`src/rtl/core/oare_pkg.sv`:
```
// ---------------------------------------------------------------------------
// oare_pkg - shared types, constants and time arithmetic
// Seconds/nanoseconds time type and the clamping, saturating and wrapping helpers used by the
// configuration and execution stages of the alarm range extender.
// ---------------------------------------------------------------------------
package oare_pkg;

   localparam int SEC_W  = 32;
   localparam int NS_W   = 30;
   localparam int CSR_AW = 2;
   localparam int CSR_DW = 32;

   localparam logic [NS_W-1:0] NS_PER_SEC   = NS_W'(1000000000);
   localparam logic [NS_W-1:0] NS_MAX       = NS_W'(999999999);
   localparam logic [NS_W-1:0] NS_HALF_SEC  = NS_W'(500000000);

   // reset values of the interval registers
   localparam logic [SEC_W-1:0] MIN_SEC_RST = '0;
   localparam logic [NS_W-1:0]  MIN_NS_RST  = NS_W'(1000);
   localparam logic [SEC_W-1:0] MAX_SEC_RST = '0;
   localparam logic [NS_W-1:0]  MAX_NS_RST  = NS_W'(54925000);

   typedef enum logic [1:0] {
      OP_INIT        = 2'd0,
      OP_SET_ALARM   = 2'd1,
      OP_READ_TIME   = 2'd2,
      OP_EXPIRED     = 2'd3
   } op_type;

   typedef enum logic [CSR_AW-1:0] {
      CSR_MIN_SEC = 2'd0,
      CSR_MIN_NS  = 2'd1,
      CSR_MAX_SEC = 2'd2,
      CSR_MAX_NS  = 2'd3
   } csr_type;

   typedef struct packed {
      logic [SEC_W-1:0] sec;
      logic [NS_W-1:0]  nsec;
   } tv_type;

   typedef struct packed {
      tv_type min_iv;
      tv_type max_iv;
      tv_type half_min;
   } cfg_type;

   typedef struct packed {
      op_type operation;
      tv_type alarm;
      logic   notify;
      tv_type remain;
   } item_type;

   typedef struct packed {
      logic   reload_valid;
      tv_type reload;
      logic   alarm_fired;
      tv_type now;
   } result_type;

   localparam tv_type TV_ZERO = '{sec: '0, nsec: '0};

   // clamp nanoseconds into 0..999999999
   function automatic tv_type tv_norm(logic [SEC_W-1:0] s, logic [NS_W-1:0] ns);
      tv_type r;
      r.sec  = s;
      r.nsec = (ns > NS_MAX) ? NS_MAX : ns;
      return r;
   endfunction

   function automatic logic tv_le(tv_type a, tv_type b);
      return {a.sec, a.nsec} <= {b.sec, b.nsec};
   endfunction

   function automatic logic tv_lt(tv_type a, tv_type b);
      return {a.sec, a.nsec} < {b.sec, b.nsec};
   endfunction

   // seconds wrap, nanoseconds carry once
   function automatic tv_type tv_add(tv_type a, tv_type b);
      logic [NS_W:0] sum;
      logic          carry;
      tv_type        r;
      sum    = {1'b0, a.nsec} + {1'b0, b.nsec};
      carry  = (sum >= {1'b0, NS_PER_SEC});
      r.nsec = carry ? NS_W'(sum - {1'b0, NS_PER_SEC}) : sum[NS_W-1:0];
      r.sec  = a.sec + b.sec + SEC_W'(carry);
      return r;
   endfunction

   // a - b, zero when a <= b
   function automatic tv_type tv_sub_sat(tv_type a, tv_type b);
      logic [NS_W:0] diff;
      tv_type        r;
      if (tv_le(a, b)) begin
         r = TV_ZERO;
      end else if (a.nsec >= b.nsec) begin
         r.nsec = a.nsec - b.nsec;
         r.sec  = a.sec - b.sec;
      end else begin
         diff   = {1'b0, a.nsec} + {1'b0, NS_PER_SEC} - {1'b0, b.nsec};
         r.nsec = diff[NS_W-1:0];
         r.sec  = a.sec - b.sec - SEC_W'(1);
      end
      return r;
   endfunction

   // odd second contributes half a second to the nanoseconds
   function automatic tv_type tv_half(tv_type a);
      tv_type r;
      r.sec  = a.sec >> 1;
      r.nsec = (a.nsec >> 1) + (a.sec[0] ? NS_HALF_SEC : '0);
      return r;
   endfunction

endpackage

```
`src/rtl/core/oare_if.sv`:
```
// ---------------------------------------------------------------------------
// oare_if - channel interfaces
// Valid/ready channels for request beats, response beats and register writes.
// ---------------------------------------------------------------------------
interface oare_req_if;
   logic                      valid;
   logic                      ready;
   logic [1:0]                operation;
   logic [oare_pkg::SEC_W-1:0] alarm_sec;
   logic [oare_pkg::NS_W-1:0]  alarm_nsec;
   logic                      notify;
   logic [oare_pkg::SEC_W-1:0] remain_sec;
   logic [oare_pkg::NS_W-1:0]  remain_nsec;

   modport source (output valid, operation, alarm_sec, alarm_nsec, notify,
                   remain_sec, remain_nsec, input ready);
   modport sink   (input valid, operation, alarm_sec, alarm_nsec, notify,
                   remain_sec, remain_nsec, output ready);
endinterface

interface oare_rsp_if;
   logic                      valid;
   logic                      ready;
   logic                      reload_valid;
   logic [oare_pkg::SEC_W-1:0] reload_sec;
   logic [oare_pkg::NS_W-1:0]  reload_nsec;
   logic                      alarm_fired;
   logic [oare_pkg::SEC_W-1:0] time_sec;
   logic [oare_pkg::NS_W-1:0]  time_nsec;

   modport source (output valid, reload_valid, reload_sec, reload_nsec, alarm_fired,
                   time_sec, time_nsec, input ready);
   modport sink   (input valid, reload_valid, reload_sec, reload_nsec, alarm_fired,
                   time_sec, time_nsec, output ready);
endinterface

interface oare_csr_if;
   logic                        valid;
   logic                        ready;
   logic [oare_pkg::CSR_AW-1:0] index;
   logic [oare_pkg::CSR_DW-1:0] data;

   modport source (output valid, index, data, input ready);
   modport sink   (input valid, index, data, output ready);
endinterface

```
`src/rtl/core/oare_cfg.sv`:
```
// ---------------------------------------------------------------------------
// oare_cfg - interval registers
// Holds the minimum and maximum load intervals and derives half the minimum.
// ---------------------------------------------------------------------------
module oare_cfg (
   input  logic              clock,
   input  logic              reset,
   oare_csr_if.sink          csr_chan,
   output oare_pkg::cfg_type cfg
);

   logic [oare_pkg::SEC_W-1:0] min_sec_ff;
   logic [oare_pkg::NS_W-1:0]  min_ns_ff;
   logic [oare_pkg::SEC_W-1:0] max_sec_ff;
   logic [oare_pkg::NS_W-1:0]  max_ns_ff;
   oare_pkg::tv_type           min_iv;

   assign csr_chan.ready = 1'b1;

   always_ff @(posedge clock) begin
      if (reset) begin
         min_sec_ff <= oare_pkg::MIN_SEC_RST;
         min_ns_ff  <= oare_pkg::MIN_NS_RST;
         max_sec_ff <= oare_pkg::MAX_SEC_RST;
         max_ns_ff  <= oare_pkg::MAX_NS_RST;
      end else if (csr_chan.valid) begin
         unique case (oare_pkg::csr_type'(csr_chan.index))
            oare_pkg::CSR_MIN_SEC: min_sec_ff <= csr_chan.data[oare_pkg::SEC_W-1:0];
            oare_pkg::CSR_MIN_NS:  min_ns_ff  <= csr_chan.data[oare_pkg::NS_W-1:0];
            oare_pkg::CSR_MAX_SEC: max_sec_ff <= csr_chan.data[oare_pkg::SEC_W-1:0];
            oare_pkg::CSR_MAX_NS:  max_ns_ff  <= csr_chan.data[oare_pkg::NS_W-1:0];
         endcase
      end
   end

   // out-of-range nanoseconds clamp on use
   assign min_iv       = oare_pkg::tv_norm(min_sec_ff, min_ns_ff);
   assign cfg.min_iv   = min_iv;
   assign cfg.max_iv   = oare_pkg::tv_norm(max_sec_ff, max_ns_ff);
   assign cfg.half_min = oare_pkg::tv_half(min_iv);

endmodule

```
`src/rtl/core/oare_exec.sv`:
```
// ---------------------------------------------------------------------------
// oare_exec - clock, delay and load state with the per-operation update
// Works out one result from the held item and updates state on step.
// ---------------------------------------------------------------------------
module oare_exec (
   input  logic                 clock,
   input  logic                 reset,
   input  logic                 step,
   input  oare_pkg::item_type   item,
   input  oare_pkg::cfg_type    cfg,
   output oare_pkg::result_type result
);

   localparam oare_pkg::tv_type MAX_RST = '{sec: oare_pkg::MAX_SEC_RST,
                                            nsec: oare_pkg::MAX_NS_RST};

   oare_pkg::tv_type clock_ff, clock_in;
   oare_pkg::tv_type delay_ff, delay_in;
   oare_pkg::tv_type load_ff,  load_in;
   logic             armed_ff, armed_in;

   oare_pkg::tv_type remain;
   oare_pkg::tv_type request;
   oare_pkg::tv_type req_clamped;
   oare_pkg::tv_type now;
   oare_pkg::tv_type left;

   always_ff @(posedge clock) begin
      if (reset) begin
         clock_ff <= oare_pkg::TV_ZERO;
         delay_ff <= MAX_RST;
         load_ff  <= MAX_RST;
         armed_ff <= 1'b0;
      end else if (step) begin
         clock_ff <= clock_in;
         delay_ff <= delay_in;
         load_ff  <= load_in;
         armed_ff <= armed_in;
      end
   end

   // shared datapath pieces
   always_comb begin
      remain      = oare_pkg::tv_norm(item.remain.sec, item.remain.nsec);
      request     = oare_pkg::tv_norm(item.alarm.sec, item.alarm.nsec);
      req_clamped = oare_pkg::tv_lt(request, cfg.min_iv) ? cfg.min_iv : request;
      now         = oare_pkg::tv_add(clock_ff, oare_pkg::tv_sub_sat(load_ff, remain));
      left        = oare_pkg::tv_sub_sat(delay_ff, load_ff);
   end

   always_comb begin
      clock_in = clock_ff;
      delay_in = delay_ff;
      load_in  = load_ff;
      armed_in = armed_ff;
      result   = '{reload_valid: 1'b0, reload: oare_pkg::TV_ZERO,
                   alarm_fired: 1'b0, now: oare_pkg::TV_ZERO};
      unique case (item.operation)
         oare_pkg::OP_INIT: begin
            clock_in = oare_pkg::TV_ZERO;
            delay_in = cfg.max_iv;
            load_in  = cfg.max_iv;
         end
         oare_pkg::OP_SET_ALARM: begin
            clock_in = now;
            delay_in = req_clamped;
            armed_in = item.notify;
            load_in  = oare_pkg::tv_lt(cfg.max_iv, req_clamped) ? cfg.max_iv : req_clamped;
         end
         oare_pkg::OP_READ_TIME: begin
            result.now = now;
         end
         oare_pkg::OP_EXPIRED: begin
            clock_in = oare_pkg::tv_add(clock_ff, load_ff);
            if (oare_pkg::tv_le(left, cfg.half_min)) begin
               // alarm is due
               delay_in           = cfg.max_iv;
               load_in            = cfg.max_iv;
               result.alarm_fired = armed_ff;
               armed_in           = 1'b0;
            end else begin
               delay_in = left;
               load_in  = oare_pkg::tv_lt(left, cfg.max_iv) ? left : cfg.max_iv;
            end
         end
      endcase
      if (item.operation != oare_pkg::OP_READ_TIME) begin
         result.reload_valid = 1'b1;
         result.reload       = load_in;
      end
   end

endmodule

```
`src/rtl/core/one_shot_alarm_range_extender_unit.sv`:
```
// ---------------------------------------------------------------------------
// one_shot_alarm_range_extender_unit - long one-shot alarm over a short counter
// Top level: request register, execution stage, response register.
// ---------------------------------------------------------------------------
// Extends a short hardware down-counter into a long one-shot alarm and keeps
// system time in seconds plus nanoseconds. Each request beat carries one
// operation (init, set alarm, read time, counter expired) and yields exactly
// one response beat with the interval to load, an alarm-fired flag and, for
// read time, the current time. A request is held in an input register, the
// execution stage updates the clock, delay and load state and the response
// sits in an output register. Throughput is one beat per cycle while rsp_chan
// ready stays high; the rate is set by the state update in the execution
// stage, which each request reads as left by the one before. A response
// waiting for rsp_chan ready does not block the next request from entering
// an empty input register.
// Interval registers are written through csr_chan (always ready) and are
// meant to change only while no request is in flight.
// ---------------------------------------------------------------------------
module one_shot_alarm_range_extender_unit (
   input  logic       clock,
   input  logic       reset,
   oare_req_if.sink   req_chan,
   oare_rsp_if.source rsp_chan,
   oare_csr_if.sink   csr_chan
);

   // input stage
   logic                 in_valid_ff, in_valid_in;
   oare_pkg::item_type   item_ff,     item_in;
   // output stage
   logic                 out_valid_ff, out_valid_in;
   oare_pkg::result_type result_ff;

   oare_pkg::cfg_type    cfg;
   oare_pkg::result_type result;
   logic                 req_fire;
   logic                 out_free;
   logic                 advance;

   oare_cfg u_cfg (
      .clock    (clock),
      .reset    (reset),
      .csr_chan (csr_chan),
      .cfg      (cfg)
   );

   oare_exec u_exec (
      .clock  (clock),
      .reset  (reset),
      .step   (advance),
      .item   (item_ff),
      .cfg    (cfg),
      .result (result)
   );

   // output register free this cycle, either empty or being drained
   assign out_free       = !out_valid_ff || rsp_chan.ready;
   assign advance        = in_valid_ff && out_free;
   assign req_chan.ready = !in_valid_ff || out_free;
   assign req_fire       = req_chan.valid && req_chan.ready;

   always_comb begin
      item_in.operation   = oare_pkg::op_type'(req_chan.operation);
      item_in.alarm.sec   = req_chan.alarm_sec;
      item_in.alarm.nsec  = req_chan.alarm_nsec;
      item_in.notify      = req_chan.notify;
      item_in.remain.sec  = req_chan.remain_sec;
      item_in.remain.nsec = req_chan.remain_nsec;
   end

   // valid flags for both stages
   always_comb begin
      in_valid_in = in_valid_ff;
      if (req_fire) begin
         in_valid_in = 1'b1;
      end else if (advance) begin
         in_valid_in = 1'b0;
      end
      out_valid_in = out_valid_ff;
      if (advance) begin
         out_valid_in = 1'b1;
      end else if (rsp_chan.ready) begin
         out_valid_in = 1'b0;
      end
   end

   always_ff @(posedge clock) begin
      if (reset) begin
         in_valid_ff  <= 1'b0;
         out_valid_ff <= 1'b0;
      end else begin
         in_valid_ff  <= in_valid_in;
         out_valid_ff <= out_valid_in;
      end
   end

   // payload registers
   always_ff @(posedge clock) begin
      if (req_fire) begin
         item_ff <= item_in;
      end
      if (advance) begin
         result_ff <= result;
      end
   end

   assign rsp_chan.valid        = out_valid_ff;
   assign rsp_chan.reload_valid = result_ff.reload_valid;
   assign rsp_chan.reload_sec   = result_ff.reload.sec;
   assign rsp_chan.reload_nsec  = result_ff.reload.nsec;
   assign rsp_chan.alarm_fired  = result_ff.alarm_fired;
   assign rsp_chan.time_sec     = result_ff.now.sec;
   assign rsp_chan.time_nsec    = result_ff.now.nsec;

endmodule

```
`src/flat_wrapper.sv`:
```
// flat-port wrapper written by rule: the top's interface ports become plain ports
module one_shot_alarm_range_extender_unit_flat 
  (clock, reset, req_chan_valid, req_chan_operation, req_chan_alarm_sec, req_chan_alarm_nsec, req_chan_notify, req_chan_remain_sec, req_chan_remain_nsec, req_chan_ready, rsp_chan_valid, rsp_chan_reload_valid, rsp_chan_reload_sec, rsp_chan_reload_nsec, rsp_chan_alarm_fired, rsp_chan_time_sec, rsp_chan_time_nsec, rsp_chan_ready, csr_chan_valid, csr_chan_index, csr_chan_data, csr_chan_ready);
  oare_req_if req_chan_i ();
  oare_rsp_if rsp_chan_i ();
  oare_csr_if csr_chan_i ();
  input  logic clock;
  input  logic reset;
  input wire logic [$bits(req_chan_i.valid)-1:0] req_chan_valid;
  input wire logic [$bits(req_chan_i.operation)-1:0] req_chan_operation;
  input wire logic [$bits(req_chan_i.alarm_sec)-1:0] req_chan_alarm_sec;
  input wire logic [$bits(req_chan_i.alarm_nsec)-1:0] req_chan_alarm_nsec;
  input wire logic [$bits(req_chan_i.notify)-1:0] req_chan_notify;
  input wire logic [$bits(req_chan_i.remain_sec)-1:0] req_chan_remain_sec;
  input wire logic [$bits(req_chan_i.remain_nsec)-1:0] req_chan_remain_nsec;
  output wire logic [$bits(req_chan_i.ready)-1:0] req_chan_ready;
  output wire logic [$bits(rsp_chan_i.valid)-1:0] rsp_chan_valid;
  output wire logic [$bits(rsp_chan_i.reload_valid)-1:0] rsp_chan_reload_valid;
  output wire logic [$bits(rsp_chan_i.reload_sec)-1:0] rsp_chan_reload_sec;
  output wire logic [$bits(rsp_chan_i.reload_nsec)-1:0] rsp_chan_reload_nsec;
  output wire logic [$bits(rsp_chan_i.alarm_fired)-1:0] rsp_chan_alarm_fired;
  output wire logic [$bits(rsp_chan_i.time_sec)-1:0] rsp_chan_time_sec;
  output wire logic [$bits(rsp_chan_i.time_nsec)-1:0] rsp_chan_time_nsec;
  input wire logic [$bits(rsp_chan_i.ready)-1:0] rsp_chan_ready;
  input wire logic [$bits(csr_chan_i.valid)-1:0] csr_chan_valid;
  input wire logic [$bits(csr_chan_i.index)-1:0] csr_chan_index;
  input wire logic [$bits(csr_chan_i.data)-1:0] csr_chan_data;
  output wire logic [$bits(csr_chan_i.ready)-1:0] csr_chan_ready;
  assign req_chan_i.valid = req_chan_valid;
  assign req_chan_i.operation = req_chan_operation;
  assign req_chan_i.alarm_sec = req_chan_alarm_sec;
  assign req_chan_i.alarm_nsec = req_chan_alarm_nsec;
  assign req_chan_i.notify = req_chan_notify;
  assign req_chan_i.remain_sec = req_chan_remain_sec;
  assign req_chan_i.remain_nsec = req_chan_remain_nsec;
  assign req_chan_ready = req_chan_i.ready;
  assign rsp_chan_valid = rsp_chan_i.valid;
  assign rsp_chan_reload_valid = rsp_chan_i.reload_valid;
  assign rsp_chan_reload_sec = rsp_chan_i.reload_sec;
  assign rsp_chan_reload_nsec = rsp_chan_i.reload_nsec;
  assign rsp_chan_alarm_fired = rsp_chan_i.alarm_fired;
  assign rsp_chan_time_sec = rsp_chan_i.time_sec;
  assign rsp_chan_time_nsec = rsp_chan_i.time_nsec;
  assign rsp_chan_i.ready = rsp_chan_ready;
  assign csr_chan_i.valid = csr_chan_valid;
  assign csr_chan_i.index = csr_chan_index;
  assign csr_chan_i.data = csr_chan_data;
  assign csr_chan_ready = csr_chan_i.ready;
  one_shot_alarm_range_extender_unit u_core (.clock(clock), .reset(reset), .req_chan(req_chan_i), .rsp_chan(rsp_chan_i), .csr_chan(csr_chan_i));
endmodule
```
`config.mk`:
```
export PLATFORM = sky130hd
export DESIGN_NAME = one_shot_alarm_range_extender_unit_flat
export DESIGN_NICKNAME = d
export VERILOG_FILES = /design/src/rtl/core/oare_pkg.sv /design/src/rtl/core/oare_if.sv /design/src/rtl/core/oare_cfg.sv /design/src/rtl/core/oare_exec.sv /design/src/rtl/core/one_shot_alarm_range_extender_unit.sv /design/src/flat_wrapper.sv
export SDC_FILE = /design/constraint.sdc
export NUM_CORES = 2
export LEC_CHECK = 0
export ABC_AREA = 1
export BUFFER_PORTS_ARGS = -buffer_cell sky130_fd_sc_hd__buf_2
export CAP_MARGIN = 0
export CORE_MARGIN = 10
export CORE_UTILIZATION = 50
export CTS_BUF_LIST = sky130_fd_sc_hd__clkbuf_4 sky130_fd_sc_hd__clkbuf_8 sky130_fd_sc_hd__clkbuf_16
export DETAILED_ROUTE_END_ITERATION = 7
export GPL_ROUTABILITY_DRIVEN = 1
export PLACE_DENSITY = 0.65
export SYNTH_ARGS = -nofsm -noshare
export SYNTH_HDL_FRONTEND = slang
export SYNTH_SLANG_ARGS = --single-unit
```
`constraint.sdc`:
```
create_clock -name clock -period 28.9 [get_ports clock]
set_input_delay 2.89 -clock clock [delete_from_list [all_inputs] [get_ports clock]]
set_output_delay 2.89 -clock clock [all_outputs]
set_load 0.1 [all_outputs]
```
* Word-level counts from Yosys, hierarchy flattened
Index checks and enable logic that the tools add are counted.
Word-level totals: register bits 566, bits of input ports 166, output and inout port bits 129
Operators by class: $add $sub $neg 19, order comparisons 14, equal/unequal tests 8, mux-type cells 26, reductions and logical operators 19
Operators with widths (count):
- two-way mux 62 bit | 9
- case mux 62 bit (3 select lines) | 3
- less-than comparator 62 bit | 3
- two-way mux 30 bit | 6
- less-or-equal comparator 62 bit | 2
- greater-than comparator 30 bit, second input constant | 4
- subtractor 30 bit | 4
- adder 32 x 1 -> 32 bit | 2
- adder 32 bit | 2
- subtractor 32 x 1 -> 32 bit, second input constant | 2
- subtractor 32 bit | 2
- two-way mux 63 bit | 1
- adder 30 x 30 -> 31 bit | 2
- >= comparator 31 x 30 -> 1 bit, second input constant | 2
- less-or-equal comparator 62 x 61 -> 1 bit | 1
- adder 30 bit, second input constant | 2
- >= comparator 30 bit | 2
- subtractor 30 bit, second input constant | 2
- adder 29 x 29 -> 30 bit | 1
- two-way mux 29 bit | 1
- AND reduction 2 bit | 6
- == test 2 bit, second input constant | 4
- nonzero test 2 bit | 3
- two-way mux 1 bit | 5
- other kinds (9) | 15

* Depth between registers and ports, before layout
depth in word-level cells 9, mapped depth 73, depth with buffers taken out 71

* Cells and area by module
A second synthesis with hierarchy kept.
Unflattened totals: cell total of the unflattened synthesis 7942, area total of the unflattened synthesis 54243.3 um^2
By module, submodules not included:
- oare_exec | times used 1, cells each 6739, area each 40128.5 um^2, seq. area each 3743.6 um^2
- one_shot_alarm_range_extender_unit | times used 1, cells each 265, area each 7688.6 um^2, seq. area each 7637.3 um^2
- oare_cfg | times used 1, cells each 938, area each 6426.2 um^2, seq. area each 2482.4 um^2

* Worst setup path before layout
OpenSTA, ideal clock, no wires.
path type reg2reg, start point register u_core.item_ff[27] (netlist bit), end point register u_core.u_exec.clock_ff[60] (netlist bit), arrival 9.392 ns, data required time 28.844 ns, slack 19.452 ns, stages on the path, launching flop included 63, buffers on the path 1, clock period less this slack 9.448 ns, cells stage by stage edfxtp_1 -> inv_1 -> nor2_1 -> nand4_1 -> a21oi_1 -> nand2_2 -> inv_2 -> buf_1 -> nor2_1 -> ha_1 -> fa_1 -> inv_1 -> o311ai_0 -> a21oi_1 -> o21ai_0 -> a21o_1 -> a21oi_1 -> inv_1 -> [27 not listed] -> o311ai_0 -> nand3_1 -> nand2_1 -> a21oi_1 -> o21ai_0 -> nand2_1 -> nand2_1 -> nand2_1 -> nand2_1 -> a21oi_1 -> o21ai_0 -> inv_1 -> o211ai_1 -> xor2_1 -> nand2_1 -> nand3_1 -> nand2_1 -> inv_1
On the way: word-level cells in the longest chain between the ends 9, elaborated cells between the ends (all ways) 13
Ends and longest elaborated chain:
- from (decl) | line one_shot_alarm_range_extender_unit.sv:29 | oare_pkg::item_type item_ff, item_in;
- from (signal assigned) | line one_shot_alarm_range_extender_unit.sv:100 | item_ff <= item_in;
- greater-than comparator 30 bit | line oare_pkg.sv:68 | r.nsec = (ns > NS_MAX) ? NS_MAX : ns;
- two-way mux 30 bit (*) | line oare_pkg.sv:68
- subtractor 30 bit, or another cell as far along | line oare_pkg.sv:102 | diff = {1'b0, a.nsec} + {1'b0, NS_PER_SEC} - {1'b0, b.nsec};
- two-way mux 62 bit | line oare_pkg.sv:98 | end else if (a.nsec >= b.nsec) begin
- two-way mux 62 bit (*) | line oare_pkg.sv:96 | if (tv_le(a, b)) begin
- adder 30 x 30 -> 31 bit | line oare_pkg.sv:85 | sum = {1'b0, a.nsec} + {1'b0, b.nsec};
- >= comparator 31 x 30 -> 1 bit | line oare_pkg.sv:86 | carry = (sum >= {1'b0, NS_PER_SEC});
- adder 32 x 1 -> 32 bit (*) | line oare_pkg.sv:88 | r.sec = a.sec + b.sec + SEC_W'(carry);
- case mux 62 bit (3 select lines) (*) | line oare_exec.sv:58 | unique case (item.operation)
- to (signal assigned) | line oare_exec.sv:30 | clock_ff <= oare_pkg::TV_ZERO;
- to (signal assigned) | line oare_exec.sv:35 | clock_ff <= clock_in;
- to (decl) | line oare_exec.sv:17 | oare_pkg::tv_type clock_ff, clock_in;
Mark *: on every way between the ends. The rest lies on a longest branch, timed or not. A chain may end at the register's enable or synchronous reset.

* Worst setup path after layout
start point register u_core.item_ff[27] (netlist bit), end point register u_core.result_ff, in the netlist u_core.rsp_chan.time_sec[31] (data pin)
On the way: word-level cells in the longest chain between the ends 8, elaborated cells between the ends (all ways) 12
Ends and longest elaborated chain:
- greater-than comparator 30 bit | line oare_pkg.sv:68
- two-way mux 30 bit (*) | line oare_pkg.sv:68
- subtractor 30 bit, or another cell as far along | line oare_pkg.sv:102
- two-way mux 62 bit | line oare_pkg.sv:98
- two-way mux 62 bit (*) | line oare_pkg.sv:96
- adder 30 x 30 -> 31 bit | line oare_pkg.sv:85
- >= comparator 31 x 30 -> 1 bit | line oare_pkg.sv:86
- adder 32 x 1 -> 32 bit (*) | line oare_pkg.sv:88
- to (signal assigned) | line one_shot_alarm_range_extender_unit.sv:103 | result_ff <= result;
- to (decl) | line one_shot_alarm_range_extender_unit.sv:32 | oare_pkg::result_type result_ff;
Marked as above.

==> load_flow_metrics.sql <==
INSERT INTO impl_metrics (metric_group, metric, value, unit) VALUES
('logic_synthesis', 'synth_most_common_cell', 'sky130_fd_sc_hd__nand2_1', ''),
('logic_synthesis', 'synth.distinct_cells', '78', ''),
('global_routing', 'grt_max_degree', '94', ''),
('cells_and_area', 'fin_nets', '8354', ''),
('cells_and_area', 'layout-drive-gt1-share', '7.64', '%'),
('route', 'route.detailed.drc', '0', ''),
('logic_synthesis', 'synth_warnings', '0', ''),
('clock_network', 'cts.root.buffer_cell', 'sky130_fd_sc_hd__clkbuf_16', ''),
('logic_synthesis', 'postSynthRegisterBits', '566', ''),
('route', 'wire_per_inst', '20.9', 'µm'),
('timing', 'period_share', '42.0', '%'),
('logic_synthesis', 'netlist_top_cells_area', 'sky130_fd_sc_hd__edfxtp_1 15%, sky130_fd_sc_hd__ha_1 14%, sky130_fd_sc_hd__dfxtp_1 12%', ''),
('timing', 'slew_violations', '0', ''),
('power_and_ir_drop', 'power.total', '3.61', 'mW'),
('floorplan', 'core_footprint', '102000', 'µm²'),
('min_path', 'worst_hold_path_type', 'reg -> reg', ''),
('global_routing', 'groute.usage.overall', '31.1', '%'),
('timing', 'grt_setup_unrepaired', 'no', ''),
('cells_and_area', 'layout-area-overhead-vs-synth', '10.1', '%'),
('global_routing', 'number_of_antenna_violations_at_the_first_check_in_global_routing', '2', ''),
('global_routing', 'grt_first_pass_wirelength', '284000', 'µm'),
('worst_setup_path', 'cp_slowest_cell', 'sky130_fd_sc_hd__a2111oi_0', ''),
('global_routing', 'use_met3', '4.67', '%'),
('route', 'route.detailed.vias_per_inst', '5.77', ''),
('timing', 'finalHoldViolCount', '0', ''),
('clock_network', 'clock_edge_transition_at_the_registers_on_the_reported_setup_and_hold_paths', '0.06', 'ns'),
('worst_setup_path', 'crit_path_top_cell_by_count', 'sky130_fd_sc_hd__nand2_1', ''),
('clock_network', 'insertion_delay', '0.68', 'ns'),
('worst_setup_path', 'critPathRequiredTime', '29.32', 'ns'),
('logic_synthesis', 'syn-mean-instance-area', '6.94', 'µm²'),
('timing', 'clock.fmax', '82.4', 'MHz'),
('status', 'status', 'complete, no violations', ''),
('logic_synthesis', 'asyncSetResetFlopFracSynth', '0', '%'),
('worst_setup_path', 'critical_path.max_fanout', '41', ''),
('clock_network', 'tritoncts', 'done', ''),
('power_and_ir_drop', 'power_per_cell_area', '64.0', 'nW/µm²'),
('worst_setup_path', 'family_of_cells_with_the_greatest_summed_delay_on_the_critical_path', 'compound AO/OA/AOI/OAI gates', ''),
('worst_setup_path', 'crit_buf_inv', '9', ''),
('clock_network', 'post_cts_resize_count', '0', ''),
('worst_setup_path', 'critPathKind', 'reg -> reg', ''),
('timing', 'report.final.setup_viol', '0', ''),
('clock_network', 'num_clock_sinks', '566', ''),
('clock_network', 'cts_inserted_buffers', '69', ''),
('placed_design', 'numPortBuffers', '293', ''),
('logic_synthesis', 'dominantRegCellSynth', 'sky130_fd_sc_hd__dfxtp_1', ''),
('timing', 'skew', '0.0715', 'ns'),
('global_routing', 'top_usage_layer', 'met2', ''),
('route', 'vias_after_detailed_routing', '51800', ''),
('worst_setup_path', 'critPathCaptureType', 'register', ''),
('power_and_ir_drop', 'p_leak', '26.9', 'nW'),
('logic_synthesis', 'synthTopCellsByCount', '1492 x sky130_fd_sc_hd__nand2_1, 997 x sky130_fd_sc_hd__inv_1, 835 x sky130_fd_sc_hd__a21oi_1', ''),
('worst_setup_path', 'critical_path.max_stage_delay', '0.62', 'ns'),
('floorplan', 'top_level_ports', '295', ''),
('floorplan', 'row_count', '117', ''),
('logic_synthesis', 'yosys.area.top_type', 'sky130_fd_sc_hd__edfxtp_1', ''),
('power_and_ir_drop', 'worst_ir_drop_vdd', '0.0534', 'mV'),
('global_routing', 'grt.met2_usage', '47.7', '%'),
('clock_network', 'post-cts-setup-buffers', '0', ''),
('clock_network', 'postCtsHoldBufs', '0', ''),
('timing', 'worst_slew_margin_rel', '20.8', '%'),
('route', 'drt_first_iter_violations', '5340', ''),
('floorplan', 'initial_core_util', '50.4', '%'),
('timing', 'setup_tns_after_final_layout', '0', 'ns'),
('logic_synthesis', 'number_of_enable_type_register_cells_in_the_synthesized_netlist', '253', ''),
('placed_design', 'gp_congestion', '1.01', ''),
('global_routing', 'grtUsageMet1', '44.0', '%'),
('logic_synthesis', 'post-synth-top-area-fraction', '14.8', '%'),
('timing', 'min_period', '12.14', 'ns'),
('logic_synthesis', 'syn-cell-area', '51300', 'µm²'),
('route', 'drt-total-wl', '188000', 'µm'),
('placed_design', 'post-dp-hpwl', '148000', 'µm');
routing by layer:
metal,up-vias,part of all wire (%)
li1,25200,-
met1,24000,45
met2,2311,43
met3,292,8.8
met4,4,3.9
met5,-,0.012
worst paths after layout:
path / slack (ns) / endpoint / cells after the start / start
max: 16.76 / u_core.rsp_chan.time_sec[31]$_SDFFCE_PP0P_ / 58 / u_core.item_ff[27]$_DFFE_PP_
min: 0.46 / u_core.u_cfg.min_ns_ff[5]$_SDFFE_PP1P_ / 2 / u_core.u_cfg.min_ns_ff[5]$_SDFFE_PP1P_
max reg2reg: 16.76 / u_core.rsp_chan.time_sec[31]$_SDFFCE_PP0P_ / 58 / u_core.item_ff[27]$_DFFE_PP_
min reg2reg: 0.46 / u_core.u_cfg.min_ns_ff[5]$_SDFFE_PP1P_ / 2 / u_core.u_cfg.min_ns_ff[5]$_SDFFE_PP1P_
area by class of cell:
| class | instances | area (µm²) | area share (%) |
|---|---|---|---|
| antenna | 1 | 2.50 | 0.00443 |
| clock buffer | 79 | 1810 | 3.20 |
| clock inverter | 49 | 718 | 1.27 |
| inverter | 1011 | 3810 | 6.75 |
| multi-input combinational | 5561 | 32700 | 57.9 |
| sequential | 566 | 13900 | 24.6 |
| tap | 1368 | 1710 | 3.03 |
| timing repair buffer | 343 | 1840 | 3.27 |
layout by cell type, fill, tap and decap left out, types with 12 or more instances in the layout:
| cell | count |
|---|---|
| sky130_fd_sc_hd__xor2_1 | 169 |
| sky130_fd_sc_hd__inv_1 | 992 |
| sky130_fd_sc_hd__o211ai_1 | 37 |
| sky130_fd_sc_hd__or2_2 | 51 |
| sky130_fd_sc_hd__buf_4 | 51 |
| sky130_fd_sc_hd__ha_1 | 593 |
| sky130_fd_sc_hd__nand3b_1 | 12 |
| sky130_fd_sc_hd__nand3_1 | 389 |
| sky130_fd_sc_hd__a21boi_0 | 13 |
| sky130_fd_sc_hd__edfxtp_1 | 253 |
| sky130_fd_sc_hd__o22ai_1 | 46 |
| sky130_fd_sc_hd__nor2_1 | 662 |
| sky130_fd_sc_hd__nand4_1 | 91 |
| sky130_fd_sc_hd__clkinv_2 | 13 |
| sky130_fd_sc_hd__nor4_1 | 36 |
| sky130_fd_sc_hd__o21a_1 | 48 |
| sky130_fd_sc_hd__o221ai_1 | 24 |
| sky130_fd_sc_hd__nor3_1 | 87 |
| sky130_fd_sc_hd__bufinv_16 | 13 |
| sky130_fd_sc_hd__o21ai_0 | 537 |
| sky130_fd_sc_hd__o21ai_1 | 25 |
| sky130_fd_sc_hd__fa_1 | 43 |
| sky130_fd_sc_hd__o31ai_1 | 15 |
| sky130_fd_sc_hd__a21o_1 | 22 |
| sky130_fd_sc_hd__xnor2_1 | 85 |
| sky130_fd_sc_hd__o21bai_1 | 25 |
| sky130_fd_sc_hd__a211oi_1 | 39 |
| sky130_fd_sc_hd__clkbuf_16 | 69 |
| sky130_fd_sc_hd__a31oi_1 | 59 |
| sky130_fd_sc_hd__a21oi_1 | 835 |
| sky130_fd_sc_hd__nand2_1 | 1489 |
| sky130_fd_sc_hd__buf_2 | 292 |
| sky130_fd_sc_hd__dfxtp_1 | 313 |
registers in the layout (all words and copies together), names as in the netlist, 30 cells and up:
signal / count
u_core.item_ff: 127
u_core.rsp_chan.reload_nsec: 30
u_core.rsp_chan.reload_sec: 32
u_core.rsp_chan.time_nsec: 30
u_core.rsp_chan.time_sec: 32
u_core.u_cfg.max_ns_ff: 30
u_core.u_cfg.max_sec_ff: 32
u_core.u_cfg.min_ns_ff: 30
u_core.u_cfg.min_sec_ff: 32
u_core.u_exec.clock_ff: 62
u_core.u_exec.delay_ff: 62
u_core.u_exec.load_ff: 62
where the power goes:
part           switching, mW  internal [mW]  leakage (nW)
registers             0.0481          0.899          5.01
logic                   1.20          0.496          20.7
clock network          0.393          0.576          1.22
total                   1.64           1.97          26.9
worst min-delay path, delay by kind of cell (launching register included):
family	cells	cell delay, ns
DFF	1	0.33
and+or+nand+nor	2	0.10
cells by family after synthesis:
| family | share of synthesized area (%) |
|---|---|
| simple gates | 23.3 |
| other cells | 0.00732 |
| xor+xnor | 4.40 |
| flops | 27.0 |
| mux | 0.0586 |
| fa+ha+maj | 16.2 |
| buf+inv | 9.32 |
| compound gates | 19.7 |
through the flow:
stage / util, % / area [µm²] / hold WS (ns) / cells / setup slack (ns)
6_report: 55.5 / 56400 / 0.461 / 8978 / 16.76
5_1_grt: 55.5 / 56400 / 0.486 / 8977 / 15.55
4_1_cts: 55.5 / 56400 / 0.458 / 8976 / 17.02
3_5_place_dp: 53.0 / 53900 / 0.443 / 8848 / 17.01
3_3_place_gp: 53.0 / 53900 / 0.440 / 8848 / 17.21
2_1_floorplan: - / 51300 / 0.430 / 7386 / 19.45
No activity file was read; power rests on OpenSTA's default activity.
